$ cat config.mk
export PLATFORM = sky130hd
export DESIGN_NAME = ordered_list_queue_engine
export DESIGN_NICKNAME = d
export VERILOG_FILES = /design/src/rtl/olq_pkg.sv /design/src/rtl/ordered_list_queue_engine.sv
export SDC_FILE = /design/constraint.sdc
export NUM_CORES = 2
export LEC_CHECK = 0
export BUFFER_PORTS_ARGS = -buffer_cell sky130_fd_sc_hd__buf_4
export CORE_MARGIN = 3
export CORE_UTILIZATION = 45
export DETAILED_ROUTE_END_ITERATION = 16
export PLACE_DENSITY_LB_ADDON = 0.3
export SYNTH_ARGS = -nofsm -noshare
export SYNTH_HDL_FRONTEND = slang
export SYNTH_SLANG_ARGS = --single-unit
$ cat constraint.sdc
create_clock -name clock -period 14.1 [get_ports clock]
set_input_delay 2.82 -clock clock [delete_from_list [all_inputs] [get_ports clock]]
set_output_delay 2.82 -clock clock [all_outputs]
set_load 0.02 [all_outputs]
$ cat src/rtl/olq_pkg.sv
// Shared types and constants for the ordered list queue engine.
// Holds the command, status and state machine codes and the fixed field widths.
// No dependencies.
package olq_pkg;

   localparam int CMD_W   = 3;
   localparam int VALUE_W = 32;
   localparam int DATA_W  = 31;
   localparam int INDEX_W = 6;
   localparam int STAT_W  = 2;
   localparam int COUNT_W = 7;

   typedef enum logic [CMD_W-1:0] {
      CMD_PUSH   = 3'd0,
      CMD_POP    = 3'd1,
      CMD_INSERT = 3'd2,
      CMD_ERASE  = 3'd3,
      CMD_GET    = 3'd4,
      CMD_CLEAR  = 3'd5
   } cmd_type;

   typedef enum logic [STAT_W-1:0] {
      ST_DONE = 2'd0,
      ST_MISS = 2'd1,
      ST_FULL = 2'd2,
      ST_NEG  = 2'd3
   } status_type;

   typedef enum logic [1:0] {
      S_IDLE,
      S_SCAN,
      S_FINISH
   } state_type;

endpackage

$ cat src/rtl/ordered_list_queue_engine.sv
// Ordered list and queue engine: a ring of entries in one synchronous memory.
// Push, pop, get, clear and a rejected or empty-list insert go from idle straight to the
// finish state, where the result is registered; other inserts and erases first scan the
// entries, one memory read and one write per cycle. The next item
// is accepted in the cycle after the result is registered, even if that result is still
// stalled. Reset empties the list; memory contents are kept. Depends on olq_pkg.
module ordered_list_queue_engine #(
   parameter int CAPACITY = 64
) (
   input  logic                                 clock,
   input  logic                                 reset,
   input  logic                                 req_valid,
   output logic                                 req_stall,
   input  logic [olq_pkg::CMD_W-1:0]            req_command,
   input  logic signed [olq_pkg::VALUE_W-1:0]   req_value,
   input  logic [olq_pkg::INDEX_W-1:0]          req_index,
   output logic                                 rsp_valid,
   input  logic                                 rsp_stall,
   output logic [olq_pkg::STAT_W-1:0]           rsp_status,
   output logic [olq_pkg::DATA_W-1:0]           rsp_data,
   output logic [olq_pkg::COUNT_W-1:0]          rsp_count
);
   import olq_pkg::*;

   localparam int AW = $clog2(CAPACITY);
   localparam int CW = $clog2(CAPACITY + 1);
   localparam int XW = (CW > INDEX_W) ? CW : INDEX_W;

   logic [DATA_W-1:0] entry_mem [CAPACITY];

   state_type          state_ff, state_in;
   logic [CMD_W-1:0]   cmd_ff, cmd_in;
   logic [DATA_W-1:0]  val_ff, val_in;
   logic               neg_ff, neg_in;
   logic [AW-1:0]      head_ff, head_in;
   logic [CW-1:0]      count_ff, count_in;
   logic [CW-1:0]      issue_ff, issue_in;
   logic [CW-1:0]      cur_ff, cur_in;
   logic               pend_ff, pend_in;
   logic [CW-1:0]      kept_ff, kept_in;
   logic               found_ff, found_in;
   logic               removed_ff, removed_in;
   logic [DATA_W-1:0]  carry_ff, carry_in;
   logic [DATA_W-1:0]  rdata_ff;
   logic               rsp_valid_ff, rsp_valid_in;
   logic [STAT_W-1:0]  rsp_status_ff, rsp_status_in;
   logic [DATA_W-1:0]  rsp_data_ff, rsp_data_in;
   logic [COUNT_W-1:0] rsp_count_ff, rsp_count_in;

   logic               mem_we, mem_re;
   logic [AW-1:0]      mem_waddr, mem_raddr;
   logic [DATA_W-1:0]  mem_wdata;
   logic               full, load, hit;
   logic [XW-1:0]      idx_x, cnt_x;

   function automatic logic [AW-1:0] slot_of(input logic [AW-1:0] head,
                                             input logic [CW-1:0] pos);
      logic [CW:0] sum;
      sum = (CW+1)'(head) + (CW+1)'(pos);
      if (sum >= (CW+1)'(CAPACITY)) begin
         sum = sum - (CW+1)'(CAPACITY);
      end
      return sum[AW-1:0];
   endfunction

   assign full  = (count_ff == CW'(CAPACITY));
   assign idx_x = XW'(req_index);
   assign cnt_x = XW'(count_ff);
   assign load  = (state_ff == S_FINISH) && (!rsp_valid_ff || !rsp_stall);

   always_comb begin
      state_in      = state_ff;
      cmd_in        = cmd_ff;
      val_in        = val_ff;
      neg_in        = neg_ff;
      head_in       = head_ff;
      count_in      = count_ff;
      issue_in      = issue_ff;
      cur_in        = cur_ff;
      pend_in       = pend_ff;
      kept_in       = kept_ff;
      found_in      = found_ff;
      removed_in    = removed_ff;
      carry_in      = carry_ff;
      rsp_valid_in  = rsp_valid_ff && rsp_stall;
      rsp_status_in = rsp_status_ff;
      rsp_data_in   = rsp_data_ff;
      rsp_count_in  = rsp_count_ff;
      mem_we        = 1'b0;
      mem_waddr     = '0;
      mem_wdata     = '0;
      mem_re        = 1'b0;
      mem_raddr     = '0;
      hit           = 1'b0;

      case (state_ff)
         S_IDLE: begin
            if (req_valid) begin
               cmd_in     = req_command;
               val_in     = req_value[DATA_W-1:0];
               neg_in     = req_value[VALUE_W-1];
               carry_in   = req_value[DATA_W-1:0];
               issue_in   = '0;
               pend_in    = 1'b0;
               kept_in    = '0;
               found_in   = 1'b0;
               removed_in = 1'b0;
               state_in   = S_FINISH;
               case (req_command)
                  CMD_INSERT: begin
                     if (!req_value[VALUE_W-1] && !full && count_ff != '0) begin
                        state_in = S_SCAN;
                     end
                  end
                  CMD_ERASE: begin
                     state_in = S_SCAN;
                  end
                  CMD_POP: begin
                     if (count_ff != '0) begin
                        found_in  = 1'b1;
                        mem_re    = 1'b1;
                        mem_raddr = head_ff;
                     end
                  end
                  CMD_GET: begin
                     if (idx_x < cnt_x) begin
                        found_in  = 1'b1;
                        mem_re    = 1'b1;
                        mem_raddr = slot_of(head_ff, idx_x[CW-1:0]);
                     end
                  end
                  default: begin
                  end
               endcase
            end
         end

         S_SCAN: begin
            if (issue_ff < count_ff) begin
               mem_re    = 1'b1;
               mem_raddr = slot_of(head_ff, issue_ff);
               issue_in  = issue_ff + CW'(1);
               cur_in    = issue_ff;
               pend_in   = 1'b1;
            end else begin
               pend_in = 1'b0;
            end
            if (pend_ff) begin
               if (cmd_ff == CMD_ERASE) begin
                  if (neg_ff || rdata_ff != val_ff) begin
                     mem_we    = 1'b1;
                     mem_waddr = slot_of(head_ff, kept_ff);
                     mem_wdata = rdata_ff;
                     kept_in   = kept_ff + CW'(1);
                  end else begin
                     removed_in = 1'b1;
                  end
               end else begin
                  if (cur_ff == '0) begin
                     hit = val_ff > rdata_ff;
                  end else begin
                     hit = found_ff || (rdata_ff <= val_ff);
                  end
                  if (hit) begin
                     mem_we    = 1'b1;
                     mem_waddr = slot_of(head_ff, cur_ff);
                     mem_wdata = carry_ff;
                     carry_in  = rdata_ff;
                     found_in  = 1'b1;
                  end
               end
            end
            if (!pend_ff && issue_ff == count_ff) begin
               state_in = S_FINISH;
            end
         end

         S_FINISH: begin
            if (load) begin
               rsp_valid_in  = 1'b1;
               rsp_status_in = ST_MISS;
               rsp_data_in   = '0;
               case (cmd_ff)
                  CMD_PUSH, CMD_INSERT: begin
                     if (neg_ff) begin
                        rsp_status_in = ST_NEG;
                     end else if (full) begin
                        rsp_status_in = ST_FULL;
                     end else begin
                        rsp_status_in = ST_DONE;
                        mem_we        = 1'b1;
                        mem_waddr     = slot_of(head_ff, count_ff);
                        mem_wdata     = carry_ff;
                        count_in      = count_ff + CW'(1);
                     end
                  end
                  CMD_POP: begin
                     if (found_ff) begin
                        rsp_status_in = ST_DONE;
                        rsp_data_in   = rdata_ff;
                        count_in      = count_ff - CW'(1);
                        head_in       = (head_ff == AW'(CAPACITY - 1)) ? '0
                                                                        : head_ff + AW'(1);
                     end
                  end
                  CMD_ERASE: begin
                     count_in = kept_ff;
                     if (removed_ff) begin
                        rsp_status_in = ST_DONE;
                     end
                  end
                  CMD_GET: begin
                     if (found_ff) begin
                        rsp_status_in = ST_DONE;
                        rsp_data_in   = rdata_ff;
                     end
                  end
                  CMD_CLEAR: begin
                     rsp_status_in = ST_DONE;
                     count_in      = '0;
                     head_in       = '0;
                  end
                  default: begin
                  end
               endcase
               rsp_count_in = COUNT_W'(count_in);
               state_in     = S_IDLE;
            end
         end

         default: begin
            state_in = S_IDLE;
         end
      endcase
   end

   always_ff @(posedge clock) begin
      if (mem_we) begin
         entry_mem[mem_waddr] <= mem_wdata;
      end
      if (mem_re) begin
         rdata_ff <= entry_mem[mem_raddr];
      end
   end

   always_ff @(posedge clock) begin
      if (reset) begin
         state_ff     <= S_IDLE;
         head_ff      <= '0;
         count_ff     <= '0;
         pend_ff      <= 1'b0;
         rsp_valid_ff <= 1'b0;
      end else begin
         state_ff     <= state_in;
         head_ff      <= head_in;
         count_ff     <= count_in;
         pend_ff      <= pend_in;
         rsp_valid_ff <= rsp_valid_in;
      end
   end

   always_ff @(posedge clock) begin
      cmd_ff        <= cmd_in;
      val_ff        <= val_in;
      neg_ff        <= neg_in;
      issue_ff      <= issue_in;
      cur_ff        <= cur_in;
      kept_ff       <= kept_in;
      found_ff      <= found_in;
      removed_ff    <= removed_in;
      carry_ff      <= carry_in;
      rsp_status_ff <= rsp_status_in;
      rsp_data_ff   <= rsp_data_in;
      rsp_count_ff  <= rsp_count_in;
   end

   assign req_stall  = (state_ff != S_IDLE);
   assign rsp_valid  = rsp_valid_ff;
   assign rsp_status = rsp_status_ff;
   assign rsp_data   = rsp_data_ff;
   assign rsp_count  = rsp_count_ff;

endmodule

# == Yosys cells after proc, flatten, opt, wreduce, memory -nomap -nowiden ==
# Memory sizes are Yosys's and may differ from the RTL's. A register that Yosys moved wholly into a read port is not among the register bits.
# Cells that the tools add are included.
# totals
ff_bits,146
ramBits,1984
in_bits,45
output_inout_bits,42
elab_cells,194
mem_count,1
# op_classes
n_addsub,15
n_lt_le_gt_ge,9
eq_ne,26
muxes,93
n_reduce_logical,33
# mem_list
name,depth,word_bits,rd,rd_ports_with_merged_regs,write_ports,line,text
entry_mem,64,31,1,1,1,ordered_list_queue_engine.sv:29,logic [DATA_W-1:0] entry_mem [CAPACITY];
# ops
op,n
$mux W31,12
$pmux W31 S2,2
$mux W6,19
$mux W7,8
$pmux W6 S2,4
$add A6 B7 Y8,4
$ge A8 B7 Y1 const B,4
$gt A31 B31 Y1,1
$le A31 B31 Y1,1
$ne A31 B31 Y1,1
$mux W1,30
$sub A6 B1 Y6 const B,5
$pmux W7 S2,2
$pmux W7 S4,1
$ne A2 B2 Y1 const B,11
$add A7 B1 Y7 const B,3
$reduce_and A5 Y1,3
$eq A3 B2 Y1 const B,4
$mux W2,6
$pmux W1 S2,6
$reduce_and A2 Y1,5
$eq A3 B3 Y1 const B,3
$pmux W2 S4,1
$add A6 B6 Y7,1
24 further kinds,39

# == Depth between registers and ports, before layout ==
# logic_depth
word_depth,12
ltp_mapped,16
mapped_depth_nobuf,11

# == Worst setup path after synthesis ==
# Ideal clock, no wire load.
# synth_path
path_type,input port to flip-flop
from,input port rsp_stall
to,"memory entry_mem[5][0], enable pin"
setup_time_ps,497
arrival_ps,7950
required_ps,13603
path_slack_ps,5653
stages,10
path_cell_list,a21bo_2 -> clkbuf_1 -> a2111oi_1 -> nand2_1 -> nand2_1 -> a31oi_1 -> a21oi_1 -> and2_1 -> nand2_1 -> nor4_1
# synth_between
elab_chain_len,7
word_cells_on_any_way,9
# synth_rtl
element,line,text
start: declaration,ordered_list_queue_engine.sv:18,"input logic rsp_stall,"
$logic_not A1 Y1 (*),ordered_list_queue_engine.sv:69,assign load = (state_ff == S_FINISH) && (!rsp_valid_ff || !rsp_stall);
$logic_or A1 B1 Y1 (*),ordered_list_queue_engine.sv:69,
$logic_and A1 B1 Y1 (*),ordered_list_queue_engine.sv:69,
$mux W1,ordered_list_queue_engine.sv:179,if (load) begin
$pmux W1 S2,ordered_list_queue_engine.sv:96,case (state_ff)
$mux W1,ordered_list_queue_engine.sv:238,if (mem_we) begin
$mux W1 (not written as such),ordered_list_queue_engine.sv:239,entry_mem[mem_waddr] <= mem_wdata;
end: declaration,ordered_list_queue_engine.sv:29,
# Every way passes the cells marked *; elsewhere a longest branch is shown, timed or not.

# == Worst setup path after layout ==
# layout_path
from,input port req_index[4] (netlist bit)
to,register rdata_ff[1] (read register of entry_mem) (data pin)
# layout_between
elab_chain_len,7
word_cells_on_any_way,13
# layout_rtl
element,line,text
start: declaration,ordered_list_queue_engine.sv:16,"input logic [olq_pkg::INDEX_W-1:0] req_index,"
$add A6 B6 Y7,ordered_list_queue_engine.sv:59,sum = (CW+1)'(head) + (CW+1)'(pos);
$sub A6 B1 Y6 / $ge A7 B7 Y1 (equally long branches),"ordered_list_queue_engine.sv:61, ordered_list_queue_engine.sv:60",
$mux W6,ordered_list_queue_engine.sv:60,if (sum >= (CW+1)'(CAPACITY)) begin
$mux W6,ordered_list_queue_engine.sv:126,if (idx_x < cnt_x) begin
$pmux W6 S2,ordered_list_queue_engine.sv:109,case (req_command)
$mux W6,ordered_list_queue_engine.sv:98,if (req_valid) begin
$pmux W6 S2,ordered_list_queue_engine.sv:96,
end: declaration,ordered_list_queue_engine.sv:44,logic [DATA_W-1:0] rdata_ff;
# Parallel ways exist; a longest one is shown, timed or not.
# A chain may end at the register's enable or synchronous reset.

==> results.txt <==
----------------------------------------------------
[Outcome]
  Result of the run ... finished, final reports clean

[Setup path]
  Critical path arrival ... ~8.5 ns
  Kind of cell adding the most delay to the critical path ... compound AO/OA/AOI/OAI gates
  Largest fanout on the critical path ... 144
  CP Class ... in -> reg
  Nature of the critical path startpoint ... primary input
  Peak per-stage delay on the critical path ... slightly above 0.8 ns
  Series of cell instances along the critical path ... buf_4 -> ha_1 -> a211oi_1 -> o31ai_1 -> a21oi_2 -> nand3_1 -> nand3_4 -> buf_12 -> buf_4 -> a2111oi_0 -> a2111oi_0 -> o22ai_1 -> or4_1
  Critical path buffer and inverter count ... 3
  Slowest cell on crit path ... sky130_fd_sc_hd__a2111oi_0
  Type of destination of the critical path ... flip-flop
  Required time reported for the critical path endpoint ... approximately 15 ns

[Timing]
  Max-Slew Margin vs Limit ... 0.0752
  Final min period ... 7.93 ns
  Smallest hold slack ... around 0.56 ns
  Layout Skew ... 0.0486 ns
  Finish-stage setup viols ... 0
  Unrepaired setup endpoints after global routing ... false
  Number of pins with negative max-slew slack in the final report ... 0
  Final hold vios ... 0
  Final worst path period share ... 0.562
  Upper clock frequency limit ... about 0.13 GHz
  Setup TNS after final layout ... 0 ns
  Worst Max-Slew Pin Slew ... approximately 1.4 ns

[Global route]
  Maximum number of pins on one net before global-route repair ... roughly 250
  Number of global-route vias before repair ... approximately 58000
  Wire length of the first global-routing pass ... 412000 um
  Remaining global-route overflow ... 0
  Antenna violations before repair ... 25
  Aggregate global-route resource usage ... 0.266

[Place]
  Number of input and output port buffers inserted ... 86
  Number of cells in the design after placement ... 8471
  RePlAce Congestion ... roughly 0.89
  Half-perimeter wire length after placement ... around 150000 um

[Synth]
  Most instantiated flip-flop cell in the synthesis netlist ... sky130_fd_sc_hd__edfxtp_1
  Nets in the synthesized netlist ... 6300
  EDFF count, synth ... between 2000 and 2500
  Cells after Synth ... 6173
  Part of the Yosys area used for sequential elements ... 0.711
  FFs w/ async S/R, synth ... 0
  Mean cell area of the mapped netlist ... roughly 15 um2
  Warning count from the yosys run ... 0
  Number of distinct library cell variants in the gate-level netlist after synthesis ... roughly 80
  Post-synthesis cell area ... approximately 90000 um2
  Flops & latches, synth ... about 2200

[Detailed routing]
  First-pass detailed-route iteration total ... 6
  Total wire length ... 285000 um
  Total via count in the routed design ... 60300
  Drt via density ... 6.79
  Routed length per instance ... 32.1 um
  Detailed-route DRC error count ... 0
  Number of DRC markers after the initial detailed-route iteration ... 9025
  Antenna viol nets, final ... 0

[Pwr]
  Internal portion of total power ... approximately 10 mW
  NetSw ... approximately 2.8 mW
  Worst vdd rail ir drop ... 0.112 mV
  Leak Pwr ... 33.5 nW
  Switching power share of the total ... 0.215
  Cell area power density ... roughly 130 nW/um2
  Part of the total power dissipated in the clock network ... 0.416
  Share of power burned in registers ... 0.542
  Comb pwr share ... 0.041
  PnR Total Power ... roughly 13 mW

[CTS]
  CTS Root Cell ... sky130_fd_sc_hd__clkbuf_16
  Clock Sinks ... about 2200
  CTS Buf Count ... roughly 210
  Clock-pin slew on the worst setup and hold paths ... around 0.060 ns
  Cts repair resizes ... 0
  Setup bufs post-CTS ... 0
  Hold buffer count at CTS ... 0
  Maximum buffer depth of the clock tree ... 3
  H-Tree Depth ... 4
  Latest clock arrival within the worst-skew pair ... between 0.8 and 0.9 ns
  TritonCTS clock tree ... done

[Cells and area]
  Area growth syn-to-layout ... 11.2%
  Share of final-layout standard cells stronger than drive strength 1 ... 0.122
  Post-Route Utilization ... 0.505
  Fin nets ... 6156
  Non-filler instance count after layout ... between 8000 and 9000

[Floorplan]
  Total core area ... 200000 um2
  Die Area ... roughly 210000 um2
  Effective utilization at floorplan ... 0.454
  Number of top-level design ports ... 87
  Die Y-Extent ... between 400 and 500 um
  Cell row count ... ~160
  Die Width ... around 460 um

[Min path]
  Hold WC Path Type ... reg -> reg

[Run]
  Maximum capacitance violations ... 0

----------------------------------------------------
-- per-stage QoR --
step                      area, um2  setup slack (ns)
after global placement        94600              5.19
after CTS                    101000              6.42
after detailed placement      94600              5.58
final                        101000              6.17
after global routing         101000              6.11
after floorplan               91000              5.65
-- worst register-to-register path, cell delays in order, from the launching register on --
cell	delay (ns)
sky130_fd_sc_hd__dfxtp_1	0.62
sky130_fd_sc_hd__inv_1	0.29
sky130_fd_sc_hd__ha_1	0.36
sky130_fd_sc_hd__nand4_1	0.13
sky130_fd_sc_hd__a21oi_1	0.27
sky130_fd_sc_hd__nor4b_4	0.10
sky130_fd_sc_hd__nand2_4	0.48
sky130_fd_sc_hd__buf_4	0.75
sky130_fd_sc_hd__buf_4	0.72
sky130_fd_sc_hd__buf_4	0.84
sky130_fd_sc_hd__buf_4	0.94
sky130_fd_sc_hd__and3_1	0.31
sky130_fd_sc_hd__a2111oi_0	0.06
sky130_fd_sc_hd__or4_1	0.61
sky130_fd_sc_hd__o22ai_1	0.92
sky130_fd_sc_hd__or4_1	0.23
-- per-layer routing --
layer	global-route usage	wire length (um)
met4	0.134	14500
met3	0.0503	29900
met2	0.404	130000
met5	0	27
met1	0.369	111000
-- kinds of logic (layout without fill, tap and decap cells) --
logic type	count (synthesis)	after routing	synth area share
AO/OA/AOI/OAI	1690	1690	0.137
AND/OR/NAND/NOR	1368	1368	0.0865
buffers and inverters	673	704	0.0297
other	0	18	0
multiplexers	157	157	0.0196
XOR/XNOR	42	42	0.00404
adder cells (fa/ha/maj)	82	82	0.0117
flip-flops	2161	2161	0.711
-- final timing paths --
check                             startpoint           end  slack (ns)  cells after the start
worst max register to register      cnt_x[3]  rdata_ff[29]        6.36                     15
worst max-delay path            req_index[4]   rdata_ff[1]        6.17                     13
worst min-delay path               rsp_valid     rsp_valid        0.56                      2
worst min register to register     rsp_valid     rsp_valid        0.56                      2
-- synth_stat cells (7+ instances only) --
| master | n | share of area |
|---|---|---|
| sky130_fd_sc_hd__a2111oi_0 | 726 | 0.070 |
| sky130_fd_sc_hd__o22ai_1 | 125 | 0.0086 |
| sky130_fd_sc_hd__a22o_1 | 38 | 0.0037 |
| sky130_fd_sc_hd__xnor2_1 | 29 | 0.0028 |
| sky130_fd_sc_hd__nor3_1 | 9 | 0.00049 |
| sky130_fd_sc_hd__a21o_1 | 16 | 0.0013 |
| sky130_fd_sc_hd__a2111oi_1 | 13 | 0.0014 |
| sky130_fd_sc_hd__or4_1 | 156 | 0.013 |
| sky130_fd_sc_hd__a21oi_1 | 55 | 0.0030 |
| sky130_fd_sc_hd__nand4_1 | 12 | 0.00082 |
| sky130_fd_sc_hd__buf_6 | 11 | 0.0014 |
| sky130_fd_sc_hd__edfxtp_1 | 2144 | 0.71 |
| sky130_fd_sc_hd__a211oi_1 | 257 | 0.021 |
| sky130_fd_sc_hd__nor2b_1 | 19 | 0.0013 |
| sky130_fd_sc_hd__xor2_1 | 13 | 0.0013 |
| sky130_fd_sc_hd__dfxtp_1 | 17 | 0.0037 |
| sky130_fd_sc_hd__nor2_1 | 117 | 0.0048 |
| sky130_fd_sc_hd__ha_1 | 77 | 0.011 |
| sky130_fd_sc_hd__nand2_1 | 57 | 0.0024 |
| sky130_fd_sc_hd__nand2b_1 | 9 | 0.00062 |
| sky130_fd_sc_hd__buf_1 | 17 | 0.00070 |
| sky130_fd_sc_hd__buf_2 | 54 | 0.0030 |
| sky130_fd_sc_hd__clkbuf_1 | 531 | 0.022 |
| sky130_fd_sc_hd__buf_4 | 7 | 0.00058 |
| sky130_fd_sc_hd__mux2_1 | 81 | 0.010 |
| sky130_fd_sc_hd__and2_1 | 47 | 0.0032 |
| sky130_fd_sc_hd__o21ai_0 | 400 | 0.022 |
| sky130_fd_sc_hd__and3_1 | 507 | 0.035 |
| sky130_fd_sc_hd__inv_1 | 52 | 0.0021 |
| sky130_fd_sc_hd__nand3_1 | 404 | 0.022 |
| sky130_fd_sc_hd__mux2_2 | 69 | 0.0085 |
-- power by group through the flow --
stage | combinational, mW | sequential, mW | clock (mW)
finish | 0.540 | 7.09 | 5.44
global route | 0.569 | 7.09 | 5.76
CTS | 0.531 | 7.09 | 5.50
detailed placement | 0.530 | 7.22 | 0
global placement | 0.523 | 7.22 | 0
floorplan | 0.292 | 7.22 | 0
-- cell type report --
class	instances	area, um2
diodes	18	45.0
clock buffers	279	5680
clock inverters	109	910
fillers	16500	99200
inverters	53	199
multi-input cells	3339	24200
flip-flops and latches	2161	64700
well taps	2656	3320
repair buffers	263	2120
-- registers in the layout, summed over array words and instances (netlist names), 31 cells and up --
signal     flops
rdata_ff      31
carry_ff      31
rsp_data      31
val_ff        31
entry_mem   1984
-- cell usage in the layout, fill, tap and decap left out, drive strengths merged, types with 58 or more instances in the layout --
master   Yosys  final
edfxtp    2144   2144
a2111oi    745    745
and3       507    507
nand3      404    404
o21ai      400    400
clkbuf     531    280
buf         89    261
a211oi     257    257
or4        157    157
mux2       155    155
o22ai      125    125
nor2       118    118
clkinv       1     93
ha          77     77
nand2       58     58
Note: power is estimated with default switching activity, not from simulation.
